===== src/rtl/fac_pkg.sv =====
// Shared types, constants and plane-setup function for the frustum box culler.
// No dependencies; imported by every module of the block.
package fac_pkg;

    localparam int DATA_W        = 16;
    localparam int COEF_W        = DATA_W + 1;
    localparam int PROD_W        = COEF_W + DATA_W;
    localparam int SUM_W         = PROD_W + 2;
    localparam int MAX_PLANES    = 8;
    localparam int NUM_PLANES_DEF = 6;
    localparam int FRAC_BITS_DEF = 8;
    localparam int S_TDATA_W     = 168;
    localparam int M_TDATA_W     = 8;

    typedef enum logic {
        OP_LOAD = 1'b0,
        OP_TEST = 1'b1
    } fac_op_t;

    typedef struct packed {
        fac_op_t              op;
        logic [1:0]           col;
        logic [3:0][DATA_W-1:0] val;
        logic [2:0][DATA_W-1:0] lo;
        logic [2:0][DATA_W-1:0] hi;
        logic                 culled;
    } fac_token_t;

    // left, right, top, bottom, near, far; planes past six stay zero
    function automatic logic signed [COEF_W-1:0] plane_coef(
        input int unsigned         plane,
        input logic [3:0][DATA_W-1:0] v
    );
        logic signed [COEF_W-1:0] r0;
        logic signed [COEF_W-1:0] r1;
        logic signed [COEF_W-1:0] r2;
        logic signed [COEF_W-1:0] r3;
        logic signed [COEF_W-1:0] res;
        r0 = COEF_W'($signed(v[0]));
        r1 = COEF_W'($signed(v[1]));
        r2 = COEF_W'($signed(v[2]));
        r3 = COEF_W'($signed(v[3]));
        unique case (plane)
            0: res = r3 + r0;
            1: res = r3 - r0;
            2: res = r3 - r1;
            3: res = r3 + r1;
            4: res = r3 + r2;
            5: res = r3 - r2;
            default: res = '0;
        endcase
        return res;
    endfunction

endpackage


===== src/rtl/fac_cell.sv =====
// One plane cell of the culling chain: holds four plane coefficients,
// loads them from passing matrix columns and tests passing boxes. Uses fac_pkg.
module fac_cell #(
    parameter int PLANE     = 0,
    parameter int FRAC_BITS = fac_pkg::FRAC_BITS_DEF
) (
    input  logic               aclk,
    input  logic               aresetn,
    input  logic               en,
    input  logic               in_valid,
    input  fac_pkg::fac_token_t in_tok,
    output logic               out_valid,
    output fac_pkg::fac_token_t out_tok
);
    import fac_pkg::*;

    logic signed [COEF_W-1:0] coef_reg [4];
    logic signed [DATA_W-1:0] sel [3];
    logic signed [PROD_W-1:0] prod_next [3];
    logic signed [PROD_W-1:0] prod_reg [3];
    logic signed [COEF_W-1:0] w_reg;
    logic                     v1_reg;
    fac_token_t               t1_reg;
    logic                     v2_reg;
    fac_token_t               t2_reg;
    fac_token_t               t2_next;
    logic signed [SUM_W-1:0]  sum;

    // per axis, the corner coordinate that maximizes the dot product
    always_comb begin
        for (int a = 0; a < 3; a++) begin
            if (coef_reg[a][COEF_W-1]) begin
                sel[a] = ($signed(in_tok.lo[a]) < $signed(in_tok.hi[a])) ?
                         $signed(in_tok.lo[a]) : $signed(in_tok.hi[a]);
            end else begin
                sel[a] = ($signed(in_tok.lo[a]) > $signed(in_tok.hi[a])) ?
                         $signed(in_tok.lo[a]) : $signed(in_tok.hi[a]);
            end
            prod_next[a] = coef_reg[a] * sel[a];
        end
    end

    always_comb begin
        sum = SUM_W'(prod_reg[0]) + SUM_W'(prod_reg[1]) + SUM_W'(prod_reg[2])
            + (SUM_W'(w_reg) <<< FRAC_BITS);
        t2_next = t1_reg;
        if (t1_reg.op == OP_TEST && sum < 0) begin
            t2_next.culled = 1'b1;
        end
    end

    always_ff @(posedge aclk) begin
        if (!aresetn) begin
            for (int i = 0; i < 4; i++) begin
                coef_reg[i] <= '0;
            end
            v1_reg <= 1'b0;
            v2_reg <= 1'b0;
        end else if (en) begin
            if (in_valid && in_tok.op == OP_LOAD) begin
                coef_reg[in_tok.col] <= plane_coef(PLANE, in_tok.val);
            end
            v1_reg <= in_valid;
            v2_reg <= v1_reg;
        end
    end

    always_ff @(posedge aclk) begin
        if (en) begin
            for (int a = 0; a < 3; a++) begin
                prod_reg[a] <= prod_next[a];
            end
            w_reg  <= coef_reg[3];
            t1_reg <= in_tok;
            t2_reg <= t2_next;
        end
    end

    assign out_valid = v2_reg;
    assign out_tok   = t2_reg;

endmodule


===== config.mk =====
export PLATFORM = sky130hd
export DESIGN_NAME = fac_cell
export DESIGN_NICKNAME = d
export VERILOG_FILES = /design/src/rtl/fac_pkg.sv /design/src/rtl/fac_cell.sv
export SDC_FILE = /design/constraint.sdc
export NUM_CORES = 2
export LEC_CHECK = 0
export ABC_AREA = 1
export CORE_ASPECT_RATIO = 0.75
export CORE_MARGIN = 1.5
export CORE_UTILIZATION = 60
export CTS_BUF_LIST = sky130_fd_sc_hd__clkbuf_4
export DETAILED_ROUTE_END_ITERATION = 16
export DONT_BUFFER_PORTS = 1
export HOLD_SLACK_MARGIN = 0.08
export PLACE_DENSITY = 0.73
export SLEW_MARGIN = 40
export SYNTH_ARGS = -nofsm -noshare
export SYNTH_HDL_FRONTEND = slang
export SYNTH_SLANG_ARGS = --single-unit
export TNS_END_PERCENT = 1

===== constraint.sdc =====
create_clock -name aclk -period 23.6 [get_ports aclk]
set_clock_uncertainty 0.2 [all_clocks]
set_input_delay 4.72 -clock aclk [delete_from_list [all_inputs] [get_ports aclk]]
set_output_delay 4.72 -clock aclk [all_outputs]
set_load 0.02 [all_outputs]

==> results by group <==
Synthesis
  – Most common cell in the synthesized netlist: inv_1
  – Primary FF master, synth: edfxtp_1
  – Syn Nets: 6731
  – Number of synthesis warnings: 0
  – Synth Cell Area: 53590 um2
  – Top cells by area, synth: fa_1 33%, edfxtp_1 29%, ha_1 8.3%
  – Netlist cell types: 48
  – EDFF count, synth: around 510
  – Yosys top cell area share: 33.14%
  – Asr flop ratio synth: 0%
  – Top cells by count, synth: 1147 x inv_1, 887 x fa_1, 574 x nor2_1
  – Cells after Synth: 5322
  – Register area share after synthesis: approximately 29%
  – Area leader, netlist: fa_1
  – Synthesis-stage register bit count: approximately 510
  – Avg Inst Size Synth: between 10 and 15 um2

Placed design
  – Dpl hpwl: between 100 and 150 mm
  – Total placed cells including tap cells: roughly 6300
  – Placer Congestion: about 1.0
  – Port bufs: 0

STA
  – Fin. max-slew vios: 0
  – TNS Setup: 0 ns
  – Hold WS: around 0.17 ns
  – Final setup fails: 0
  – Least-Margin Pin Slew: around 1.0 ns
  – Hold Fails Final Rpt: 0
  – RSZ-0062 raised after global routing: false
  – Post-layout min period: 12.36 ns
  – Slew HR: a little under a third
  – Period utilization: 52.38%
  – FMAX: ~81 MHz

Setup path
  – Worst flop-to-flop path endpoint: prod_reg[0][62]$_DFFE_PP_
  – Reg-to-reg slack, setup: between 15 and 20 ns
  – Required @ worst endpoint: roughly 24 ns
  – Most Frequent Cell on Critical Path: nand2_1
  – CP startpoint kind: input pin
  – Crit path arrival time: between 10 and 15 ns
  – Critical path peak fanout: 21
  – Crit Path Category: in -> reg
  – R2r worst-path depth: 23
  – R2R Path Start: coef_reg[1][16]$_SDFFCE_PN0P_
  – Slowest-stage cell, CP: fa_1
  – Critical path's largest stage delay: 0.54 ns
  – Crit. End Element: flip-flop

Clocking
  – Clock Tree Root: clkbuf_4
  – Clock tree buffer depth: 3
  – CTS tree: built
  – CTS Sinks: 514
  – Num CTS Buffers: 137
  – Clock Latency Late Sink: ~1.2 ns
  – Post-cts resize count: 0
  – Cts hold-fix bufs: 0
  – Clock-pin slew on the worst setup and hold paths: 0.07 ns
  – Setup Fix Bufs, Post-CTS: 0
  – Clock H-tree levels: 4

Worst hold path
  – Hold path depth: 0
  – Hold Path End: out_tok[150]$_DFFE_PP_
  – Hold WC Path Type: reg -> reg
  – Hold Path Origin: t1_reg[150]$_DFFE_PP_

GRT
  – Most Crowded Layer GR: met1
  – M3 GR Usage: about 12%
  – M1 GR Usage: just over 50%
  – GRT met2 Usage: approximately 45%
  – Largest net degree at the start of global routing: 448
  – Vias in the first global route: 38430
  – Initial antenna violation count: 5
  – Overflow after GRT: 0
  – First-pass GRT wire length: 228.7 mm
  – Total GRT Usage: between 30% and 40%

Die
  – Num rows: between 90 and 100
  – Die Area: 91130 um2
  – Die Span Y: between 200 and 300 um
  – Die W: about 350 um
  – Initial Utilization: approximately three fifths
  – # IOs: 333
  – Core Box Area: around 88000 um2

Drt
  – ANT nets after route: 0
  – DRC violations left: 0
  – Routed wire length: between 100 and 150 mm
  – Vias per cell: slightly below 6
  – Iteration count of the initial detailed-routing pass: 9
  – Vias post-DR: just under 40000
  – WL per Instance: ~23 um
  – 1st-iter DRT viols: about 4200

Finish
  – Final std cells w/o fill: about 6600
  – Total Nets Final: about 6700
  – Storage element area: about 15000 um2
  – P&R area growth vs syn: 4.609%
  – FILL cells: around 7300
  – Area of the multi-input gates: 33000 um2
  – Share of cells above drive strength 1: approximately 5.5%

Job
  – Max-Cap Viols: 0

Status
  – Outcome: completed
cells by family after synthesis:
family / synth area share (%)
AO/OA/AOI/OAI: 3.722
XOR/XNOR: 1.782
adder cells (fa/ha/maj): 41.40
buffers and inverters: 9.748
flip-flops: 28.77
AND/OR/NAND/NOR: 14.58
layout by cell type, fill, tap and decap left out, types with 22 or more instances in the layout:
master    count
ha_1        354
nand3_2      29
edfxtp_1    512
clkinv_1     39
a21oi_1     192
xnor2_1      44
nand2_1     546
nor2_1      573
xor2_1       65
nand3_1     518
inv_1      1147
fa_1        887
nand4_1      42
o21ai_0      79
clkbuf_4    188
nor3_1       22
critical path: cells and delay by family:
family	cells	cell delay, ns
buffers and inverters	8	0.59
adder cells (fa/ha/maj)	8	3.69
AND/OR/NAND/NOR	18	3.76
AO/OA/AOI/OAI	2	0.21
cell type report:
type	instances	area share (%)
Antenna cell	11	0.04910
Clock buffer	188	2.518
Clock inverter	42	0.4977
Inverter	1166	7.808
Multi-Input combinational cell	3484	58.87
Sequential cell	514	27.50
Tap cell	1152	2.571
Timing Repair Buffer	14	0.1875
per-layer routing:
metal / share of wire (%) / vias to the layer above
met4: 2.5 / 6
met2: 41 / 2240
met3: 14 / 301
met5: 0.14 / -
met1: 43 / 19100
li1: - / 16810
how the worst max path moves through the flow:
stage | startpoint | slack (ns) | cells after the start | end
floorplan | in_tok[32] | 11.98 | 35 | prod_reg[0][65]$_DFFE_PP_
global placement | in_tok[16] | 10.45 | 34 | prod_reg[0][32]$_DFFE_PP_
detailed placement | in_tok[16] | 10.23 | 37 | prod_reg[0][29]$_DFFE_PP_
CTS | in_tok[16] | 11.40 | 37 | prod_reg[0][29]$_DFFE_PP_
global route | in_tok[32] | 10.87 | 32 | prod_reg[0][62]$_DFFE_PP_
finish | in_tok[32] | 11.24 | 36 | prod_reg[0][62]$_DFFE_PP_
through the flow:
step                      setup slack [ns]  utilization (%)  cell area (um2)
final                                11.24            63.64            56060
after global routing                 10.87            63.63            56050
after CTS                            11.40            63.56            55990
after detailed placement             10.23            61.64            54300
after global placement               10.45            61.63            54290
after floorplan                      11.98                -            53590
Power is left out: the tool's default activity adds up to more than one toggle a clock period on the data nets, which glitch-free logic cannot reach.
